$ cat src/sv/npnp_pkg.sv
// npnp_pkg: shared types and constants for the nearest palette nibble packer.
// No dependencies.
package npnp_pkg;

    localparam int REG_COUNT   = 8;
    localparam int CFG_IDX_W   = 3;
    localparam int COLOR_W     = 24;
    localparam int CHAN_W      = 8;
    localparam int SQ_W        = 2 * CHAN_W;
    localparam int DIST_W      = SQ_W + 2;
    localparam int IDX_W       = 3;
    localparam int QUEUE_DEPTH = 4;
    localparam int QPTR_W      = 2;
    localparam int QLVL_W      = 3;

    typedef logic [CHAN_W-1:0]    chan_t;
    typedef logic [COLOR_W-1:0]   color_t;
    typedef logic [DIST_W-1:0]    dist_t;
    typedef logic [IDX_W-1:0]     idx_t;
    typedef logic [CFG_IDX_W-1:0] cfg_idx_t;
    typedef logic [QLVL_W-1:0]    qlvl_t;

    // Distance given to entries outside the searched range; above any real distance.
    localparam dist_t DIST_NONE = '1;

    localparam color_t RESET_PALETTE [REG_COUNT] = '{
        24'h000000, 24'hFFFFFF, 24'h438A1C, 24'h6440FF,
        24'hBF0000, 24'hFFF338, 24'hE87E00, 24'hC2A4F4
    };

    // Index item moving from the front pipeline into the queue.
    typedef struct packed {
        logic valid;
        idx_t idx;
    } idx_push_t;

    // Head of the queue as seen by the back end.
    typedef struct packed {
        logic avail;
        idx_t idx;
    } idx_head_t;

endpackage

$ cat src/sv/npnp_front.sv
// npnp_front: palette registers, distance stage and argmin stage.
// Depends on npnp_pkg.
module npnp_front
    import npnp_pkg::*;
#(
    parameter int PALETTE_ENTRIES = 8
)
(
    input  logic      clk,
    input  logic      rst_n,
    input  logic      cfg_we,
    input  cfg_idx_t  cfg_index,
    input  color_t    cfg_data,
    input  logic      accept,
    input  chan_t     red,
    input  chan_t     green,
    input  chan_t     blue,
    output logic      busy_s1,
    output idx_push_t push_out
);

    color_t color_reg [REG_COUNT];
    dist_t  dist_reg  [REG_COUNT];
    dist_t  dist_next [REG_COUNT];
    logic   s1_valid_reg;
    logic   s2_valid_reg;
    idx_t   s2_idx_reg;
    idx_t   s2_idx_next;

    dist_t  l1_d [4];
    idx_t   l1_i [4];
    dist_t  l2_d [2];
    idx_t   l2_i [2];

    function automatic logic [SQ_W-1:0] sq_diff(input chan_t a, input chan_t b);
        chan_t d;
        d = (a > b) ? (a - b) : (b - a);
        return {{CHAN_W{1'b0}}, d} * {{CHAN_W{1'b0}}, d};
    endfunction

    always_ff @(posedge clk or negedge rst_n)
    begin
        if (!rst_n)
        begin
            for (int i = 0; i < REG_COUNT; i++)
            begin
                color_reg[i] <= RESET_PALETTE[i];
            end
        end
        else
        begin
            for (int i = 0; i < REG_COUNT; i++)
            begin
                if (cfg_we && (cfg_index == CFG_IDX_W'(i)))
                begin
                    color_reg[i] <= cfg_data;
                end
            end
        end
    end

    generate
        for (genvar p = 0; p < REG_COUNT; p++)
        begin : g_dist
            if (p < PALETTE_ENTRIES)
            begin : g_used
                always_comb
                begin
                    dist_next[p] = {2'b00, sq_diff(red,   color_reg[p][23:16])}
                                 + {2'b00, sq_diff(green, color_reg[p][15:8])}
                                 + {2'b00, sq_diff(blue,  color_reg[p][7:0])};
                end
            end
            else
            begin : g_unused
                assign dist_next[p] = DIST_NONE;
            end
        end
    endgenerate

    // Ties keep the lower index.
    always_comb
    begin
        for (int i = 0; i < 4; i++)
        begin
            if (dist_reg[2*i+1] < dist_reg[2*i])
            begin
                l1_d[i] = dist_reg[2*i+1];
                l1_i[i] = IDX_W'(2*i+1);
            end
            else
            begin
                l1_d[i] = dist_reg[2*i];
                l1_i[i] = IDX_W'(2*i);
            end
        end
        for (int i = 0; i < 2; i++)
        begin
            if (l1_d[2*i+1] < l1_d[2*i])
            begin
                l2_d[i] = l1_d[2*i+1];
                l2_i[i] = l1_i[2*i+1];
            end
            else
            begin
                l2_d[i] = l1_d[2*i];
                l2_i[i] = l1_i[2*i];
            end
        end
        s2_idx_next = (l2_d[1] < l2_d[0]) ? l2_i[1] : l2_i[0];
    end

    always_ff @(posedge clk or negedge rst_n)
    begin
        if (!rst_n)
        begin
            s1_valid_reg <= 1'b0;
            s2_valid_reg <= 1'b0;
        end
        else
        begin
            s1_valid_reg <= accept;
            s2_valid_reg <= s1_valid_reg;
        end
    end

    always_ff @(posedge clk)
    begin
        if (accept)
        begin
            for (int i = 0; i < REG_COUNT; i++)
            begin
                dist_reg[i] <= dist_next[i];
            end
        end
        if (s1_valid_reg)
        begin
            s2_idx_reg <= s2_idx_next;
        end
    end

    assign busy_s1        = s1_valid_reg;
    assign push_out.valid = s2_valid_reg;
    assign push_out.idx   = s2_idx_reg;

endmodule

$ cat src/sv/npnp_queue.sv
// npnp_queue: short index queue between the front pipeline and the back end.
// Depends on npnp_pkg.
module npnp_queue
    import npnp_pkg::*;
(
    input  logic      clk,
    input  logic      rst_n,
    input  idx_push_t push_in,
    input  logic      take,
    output idx_head_t head,
    output qlvl_t     level
);

    idx_t               slot_reg [QUEUE_DEPTH];
    logic [QPTR_W-1:0]  wr_ptr_reg;
    logic [QPTR_W-1:0]  wr_ptr_next;
    logic [QPTR_W-1:0]  rd_ptr_reg;
    logic [QPTR_W-1:0]  rd_ptr_next;
    qlvl_t              level_reg;
    qlvl_t              level_next;
    logic               do_pop;

    assign do_pop = take && (level_reg != '0);

    always_comb
    begin
        wr_ptr_next = push_in.valid ? wr_ptr_reg + 1'b1 : wr_ptr_reg;
        rd_ptr_next = do_pop ? rd_ptr_reg + 1'b1 : rd_ptr_reg;
        level_next  = level_reg;
        if (push_in.valid && !do_pop)
        begin
            level_next = level_reg + 1'b1;
        end
        else if (!push_in.valid && do_pop)
        begin
            level_next = level_reg - 1'b1;
        end
    end

    always_ff @(posedge clk or negedge rst_n)
    begin
        if (!rst_n)
        begin
            wr_ptr_reg <= '0;
            rd_ptr_reg <= '0;
            level_reg  <= '0;
        end
        else
        begin
            wr_ptr_reg <= wr_ptr_next;
            rd_ptr_reg <= rd_ptr_next;
            level_reg  <= level_next;
        end
    end

    always_ff @(posedge clk)
    begin
        if (push_in.valid)
        begin
            slot_reg[wr_ptr_reg] <= push_in.idx;
        end
    end

    assign head.avail = (level_reg != '0);
    assign head.idx   = slot_reg[rd_ptr_reg];
    assign level      = level_reg;

endmodule

$ cat src/sv/npnp_back.sv
// npnp_back: pairs indices and packs two of them into one output byte.
// Depends on npnp_pkg.
module npnp_back
    import npnp_pkg::*;
(
    input  logic        clk,
    input  logic        rst_n,
    input  idx_head_t   head,
    output logic        take,
    input  logic        pop,
    output logic        empty,
    output logic [7:0]  packed_pair
);

    logic       second_phase_reg;
    logic       second_phase_next;
    idx_t       held_index_reg;
    logic       out_valid_reg;
    logic       out_valid_next;
    logic [7:0] out_data_reg;
    logic       pop_eff;

    assign pop_eff = pop && out_valid_reg;
    assign take    = head.avail && (!second_phase_reg || !out_valid_reg || pop);

    always_comb
    begin
        second_phase_next = second_phase_reg;
        out_valid_next    = out_valid_reg && !pop_eff;
        if (take)
        begin
            second_phase_next = !second_phase_reg;
            if (second_phase_reg)
            begin
                out_valid_next = 1'b1;
            end
        end
    end

    always_ff @(posedge clk or negedge rst_n)
    begin
        if (!rst_n)
        begin
            second_phase_reg <= 1'b0;
            out_valid_reg    <= 1'b0;
            held_index_reg   <= '0;
        end
        else
        begin
            second_phase_reg <= second_phase_next;
            out_valid_reg    <= out_valid_next;
            if (take && !second_phase_reg)
            begin
                held_index_reg <= head.idx;
            end
        end
    end

    always_ff @(posedge clk)
    begin
        if (take && second_phase_reg)
        begin
            out_data_reg <= {1'b0, held_index_reg, 1'b0, head.idx};
        end
    end

    assign empty       = !out_valid_reg;
    assign packed_pair = out_data_reg;

endmodule

$ cat src/sv/nearest_palette_nibble_packer_top.sv
// nearest_palette_nibble_packer_top: nearest palette match, two indices per byte.
// Depends on npnp_pkg, npnp_front, npnp_queue, npnp_back.
//
//   channel   signals                      width   direction
//   pixel     push, full, red/green/blue   8 each  in
//   result    empty, pop, packed_pair      8       out
//   config    cfg_we, cfg_index, cfg_data  3/24    in
//
// One pixel per clock while full is low; a byte reaches the result ports after the
// second pixel of its pair passes the argmin stage, queue and output register.
// full is a credit check: queue level plus the two pipeline stages.
// Reset loads the default palette and starts with the first pixel of a pair.
// A stalled pop backs the queue up and raises full once four indices wait
// in the pipeline and queue.
module nearest_palette_nibble_packer_top
    import npnp_pkg::*;
#(
    parameter int PALETTE_ENTRIES = 8
)
(
    input  logic                 clk,
    input  logic                 rst_n,
    input  logic                 push,
    output logic                 full,
    input  logic [CHAN_W-1:0]    red,
    input  logic [CHAN_W-1:0]    green,
    input  logic [CHAN_W-1:0]    blue,
    output logic                 empty,
    input  logic                 pop,
    output logic [7:0]           packed_pair,
    input  logic                 cfg_we,
    input  logic [CFG_IDX_W-1:0] cfg_index,
    input  logic [COLOR_W-1:0]   cfg_data
);

    logic      accept;
    logic      busy_s1;
    idx_push_t push_bus;
    idx_head_t head_bus;
    qlvl_t     level;
    logic      take;
    qlvl_t     pending;

    assign pending = level + QLVL_W'(busy_s1) + QLVL_W'(push_bus.valid);
    assign full    = (pending >= QLVL_W'(QUEUE_DEPTH));
    assign accept  = push && !full;

    npnp_front #(
        .PALETTE_ENTRIES (PALETTE_ENTRIES)
    ) u_front (
        .clk       (clk),
        .rst_n     (rst_n),
        .cfg_we    (cfg_we),
        .cfg_index (cfg_index),
        .cfg_data  (cfg_data),
        .accept    (accept),
        .red       (red),
        .green     (green),
        .blue      (blue),
        .busy_s1   (busy_s1),
        .push_out  (push_bus)
    );

    npnp_queue u_queue (
        .clk     (clk),
        .rst_n   (rst_n),
        .push_in (push_bus),
        .take    (take),
        .head    (head_bus),
        .level   (level)
    );

    npnp_back u_back (
        .clk         (clk),
        .rst_n       (rst_n),
        .head        (head_bus),
        .take        (take),
        .pop         (pop),
        .empty       (empty),
        .packed_pair (packed_pair)
    );

endmodule
$ cat config.mk
export PLATFORM = sky130hd
export DESIGN_NAME = nearest_palette_nibble_packer_top
export DESIGN_NICKNAME = d
export VERILOG_FILES = /design/src/sv/npnp_pkg.sv /design/src/sv/npnp_front.sv /design/src/sv/npnp_queue.sv /design/src/sv/npnp_back.sv /design/src/sv/nearest_palette_nibble_packer_top.sv
export SDC_FILE = /design/constraint.sdc
export NUM_CORES = 2
export LEC_CHECK = 0
export BUFFER_PORTS_ARGS = -buffer_cell sky130_fd_sc_hd__buf_2
export CELL_PAD_IN_SITES_DETAIL_PLACEMENT = 1
export CELL_PAD_IN_SITES_GLOBAL_PLACEMENT = 1
export CORE_ASPECT_RATIO = 1.4
export CORE_UTILIZATION = 40
export CTS_CLUSTER_DIAMETER = 60
export CTS_CLUSTER_SIZE = 40
export DETAILED_ROUTE_END_ITERATION = 12
export GPL_TIMING_DRIVEN = 0
export PLACE_DENSITY = 0.77
export SLEW_MARGIN = 20
export SYNTH_ARGS = -nofsm -noshare
export SYNTH_HDL_FRONTEND = slang
export SYNTH_SLANG_ARGS = --single-unit
$ cat constraint.sdc
create_clock -name clk -period 10.6 [get_ports clk]
set_clock_uncertainty 0.2 [all_clocks]
set_input_delay 1.06 -clock clk [delete_from_list [all_inputs] [get_ports clk]]
set_output_delay 1.06 -clock clk [all_outputs]
set_load 0.1 [all_outputs]
==> impl_metrics.sql <==
INSERT INTO impl_metrics (metric_group, metric, value, unit) VALUES
('run_status', 'outcome', 'finished with violations', ''),
('run_status', 'failed_checks', 'setup timing', ''),
('clock_tree', 'insertion_delay', '690', 'ps'),
('clock_tree', 'cts-hold-fix-buffers', '0', ''),
('flow_run', 'timing.max_cap.violations', '0', ''),
('drt', 'avgViaCountPerCell', '5.51', ''),
('placement', 'placement.cell_area', '82100', 'sq um'),
('worst_setup_path', 'crit_type', 'in -> reg', ''),
('drt', 'routed-via-count', '63429', ''),
('global_route', 'grt_first_pass_wirelength', '412000', 'um'),
('synth', 'number_of_warnings_reported_in_the_yosys_synthesis_log', '0', ''),
('global_route', 'first_global_vias', '71888', ''),
('floorplanning', 'fp.dieW', '373', 'um'),
('clock_tree', 'cts-buffers-inserted', '53', ''),
('clock_tree', 'clk_tree_root_cell', 'sky130_fd_sc_hd__clkbuf_16', ''),
('synth', 'top_post_synthesis_cells_by_area', 'sky130_fd_sc_hd__fa_1, sky130_fd_sc_hd__ha_1, sky130_fd_sc_hd__inv_1', ''),
('synth', 'ys.flop_type', 'sky130_fd_sc_hd__edfxtp_1', ''),
('synth', 'synth_async_sr_flop_share', '55.5', '%'),
('placement', 'gp_routability_congestion', '0.939', ''),
('global_route', 'maximum_number_of_pins_on_one_net_before_global_route_repair', '77', ''),
('drt', 'totalWireLength', '280000', 'um'),
('floorplanning', 'row_count', '190', ''),
('drt', 'drt_drc_violations_left', '0', ''),
('timing', 'fmax', '87.7', 'MHz'),
('synth', 'yosysMostFrequentCell', 'sky130_fd_sc_hd__inv_1', ''),
('floorplanning', 'dieArea', '194000', 'sq um'),
('synth', 'netlist_area', '77000', 'sq um'),
('clock_tree', 'clock_path_buffers', '3', ''),
('worst_setup_path', 'critPathBufInv', '15', ''),
('worst_setup_path', 'endpoint_kind', 'register', ''),
('timing', 'fin_worst_hold_slack', '119', 'ps'),
('global_route', 'grt_total_usage', '27.8', '%'),
('worst_setup_path', 'crit-reg2reg-capture', 'u_front.dist_reg[1][17]', ''),
('floorplanning', 'initial_utilization', '40.2', '%'),
('worst_setup_path', 'cp-startpoint', 'green[0]', ''),
('layout', 'number_of_flip_flops_under_the_largest_register_name', '192', ''),
('timing', 'report.final.slew_viol_count', '0', ''),
('synth', 'synth_top_area_share', '25.4', '%'),
('drt', 'detail_route.iter0.violations', '3184', ''),
('synth', 'yosysTopAreaCell', 'sky130_fd_sc_hd__fa_1', ''),
('worst_setup_path', 'timing.critical_path.from_type', 'primary input', ''),
('synth', 'synth_cell_type_count', '108', ''),
('synth', 'synth_cells', '8459', ''),
('clock_tree', 'tritoncts_num_sinks', '371', ''),
('floorplanning', 'io-pin-count', '66', ''),
('synth', 'average_instance_area_after_synthesis', '9.10', 'sq um'),
('drt', 'routed_wire_length_per_instance', '24.3', 'um'),
('worst_setup_path', 'worst_path_max_delay_cell', 'sky130_fd_sc_hd__fa_1', ''),
('timing', 'hold_viol', '0', ''),
('worst_setup_path', 'critical_path.reg2reg.startpoint', 'u_front.color_reg[81]', ''),
('worst_setup_path', 'worst_path_dominant_cell_family', 'adder cells', ''),
('timing', 'max-slew-margin-rel', '17.1', '%'),
('worst_setup_path', 'worst_ep_required_time', '10890', 'ps'),
('timing', 'setup_viol', '63', ''),
('clock_tree', 'cts.reportedPaths.clkPinSlew', '70', 'ps'),
('worst_setup_path', 'crit_end', 'u_front.dist_reg[1][17]', ''),
('timing', 'fin_ws', '-798', 'ps'),
('global_route', 'grt-ovfl-total', '0', ''),
('timing', 'period_minus_slack', '11400', 'ps'),
('layout', 'area_growth_syn_to_layout', '19.5', '%'),
('timing', 'rsz0062_at_grt', 'true', ''),
('worst_setup_path', 'cp_max_fo', '8', ''),
('placement', 'hpwl', '208000', 'um'),
('clock_tree', 'tritoncts', 'yes', ''),
('synth', 'ys_seq_area_share', '13.3', '%'),
('worst_setup_path', 'timing.reg2reg.setup_slack', '-490', 'ps'),
('synth', 'synth_enable_flop_cells', '165', ''),
('worst_setup_path', 'timing.critical_path.arrival', '11680', 'ps'),
('floorplanning', 'core_footprint', '191000', 'sq um'),
('timing', 'post-route-period-util', '108', '%'),
('placement', 'portBuffers', '59', '');
==> what timing repair did <==
action	4_1_cts	5_1_grt
resized for setup	674	296
endpoints found under the hold margin	0	0
cloned	3	1
buffers inserted	291	93
endpoints found under the setup margin	110	78
pin swaps	249	220
==> how the worst min path moves through the flow <==
stage	to	depth (start not counted)	startpoint	slack, ps
2_1_floorplan	u_back.packed_pair[4]	0	u_back.held_index_reg[0]	220
3_3_place_gp	u_back.packed_pair[6]	0	u_back.held_index_reg[2]	230
3_5_place_dp	u_back.packed_pair[5]	0	u_back.held_index_reg[1]	240
4_1_cts	u_front.color_reg[31]	1	rst_n	120
5_1_grt	u_front.color_reg[30]	1	rst_n	160
6_report	u_front.color_reg[31]	1	rst_n	120
==> area by class of cell <==
cell class              count  area [sq um]
inverters                1986          7550
diodes                      7          17.5
plain buffers             108           657
fillers                 21370         99300
multi-input cells        5988         64500
repair buffers            447          3990
well taps                2496          3120
clock buffers              58          1370
clock inverters            42           603
flip-flops and latches    371         10200
==> placed cells by master (no fill, tap or decap), types with 69 or more instances in the layout <==
master,instances
sky130_fd_sc_hd__a21o_1,130
sky130_fd_sc_hd__a21oi_1,237
sky130_fd_sc_hd__buf_2,69
sky130_fd_sc_hd__buf_4,333
sky130_fd_sc_hd__dfrtp_1,116
sky130_fd_sc_hd__dfstp_2,90
sky130_fd_sc_hd__edfxtp_1,165
sky130_fd_sc_hd__fa_1,952
sky130_fd_sc_hd__ha_1,1098
sky130_fd_sc_hd__ha_4,100
sky130_fd_sc_hd__inv_1,1894
sky130_fd_sc_hd__mux2_2,159
sky130_fd_sc_hd__mux2i_1,122
sky130_fd_sc_hd__nand2_1,408
sky130_fd_sc_hd__nand2b_1,96
sky130_fd_sc_hd__nand3_1,97
sky130_fd_sc_hd__nor2_1,618
sky130_fd_sc_hd__nor3_1,93
sky130_fd_sc_hd__o21ai_0,202
sky130_fd_sc_hd__or2_2,84
sky130_fd_sc_hd__xnor2_1,191
sky130_fd_sc_hd__xnor2_2,75
sky130_fd_sc_hd__xor2_1,87
==> kinds of logic (layout without fill, tap and decap cells) <==
family	count (synthesis)	in the layout	synth area share (%)
adders and majority gates	2204	2204	45.3
buffers and inverters	2102	2641	10.4
and+or+nand+nor	1860	1860	11.4
AOI/OAI and AO/OA	1152	1153	9.78
xor gates and xnor gates	431	431	5.08
DFF	371	371	13.3
muxes	338	338	4.74
other	1	9	0.00487
==> metal layers <==
| layer | part of all wire [%] | track usage, % |
|---|---|---|
| met2 | 50 | 49.5 |
| met3 | 5.0 | 3.65 |
| met4 | 9.1 | 21.6 |
| met5 | 0.028 | 0 |
| met1 | 36 | 29.9 |
==> metrics by stage <==
stage / std cells / setup slack, ps / utilization (%) / setup TNS [ps]
2_1_floorplan: 8460 / -333 / - / -4060
3_5_place_dp: 11026 / -3520 / 42.9 / -267740
4_1_cts: 11412 / -499 / 47.0 / -7580
5_1_grt: 11497 / -1010 / 48.1 / -39310
6_report: 11503 / -798 / 48.1 / -21830
3_3_place_gp: 11015 / -4100 / 42.7 / -481060
Power is left out: the tool's default activity adds up to more than one toggle a clock period on the data nets, which glitch-free logic cannot reach.
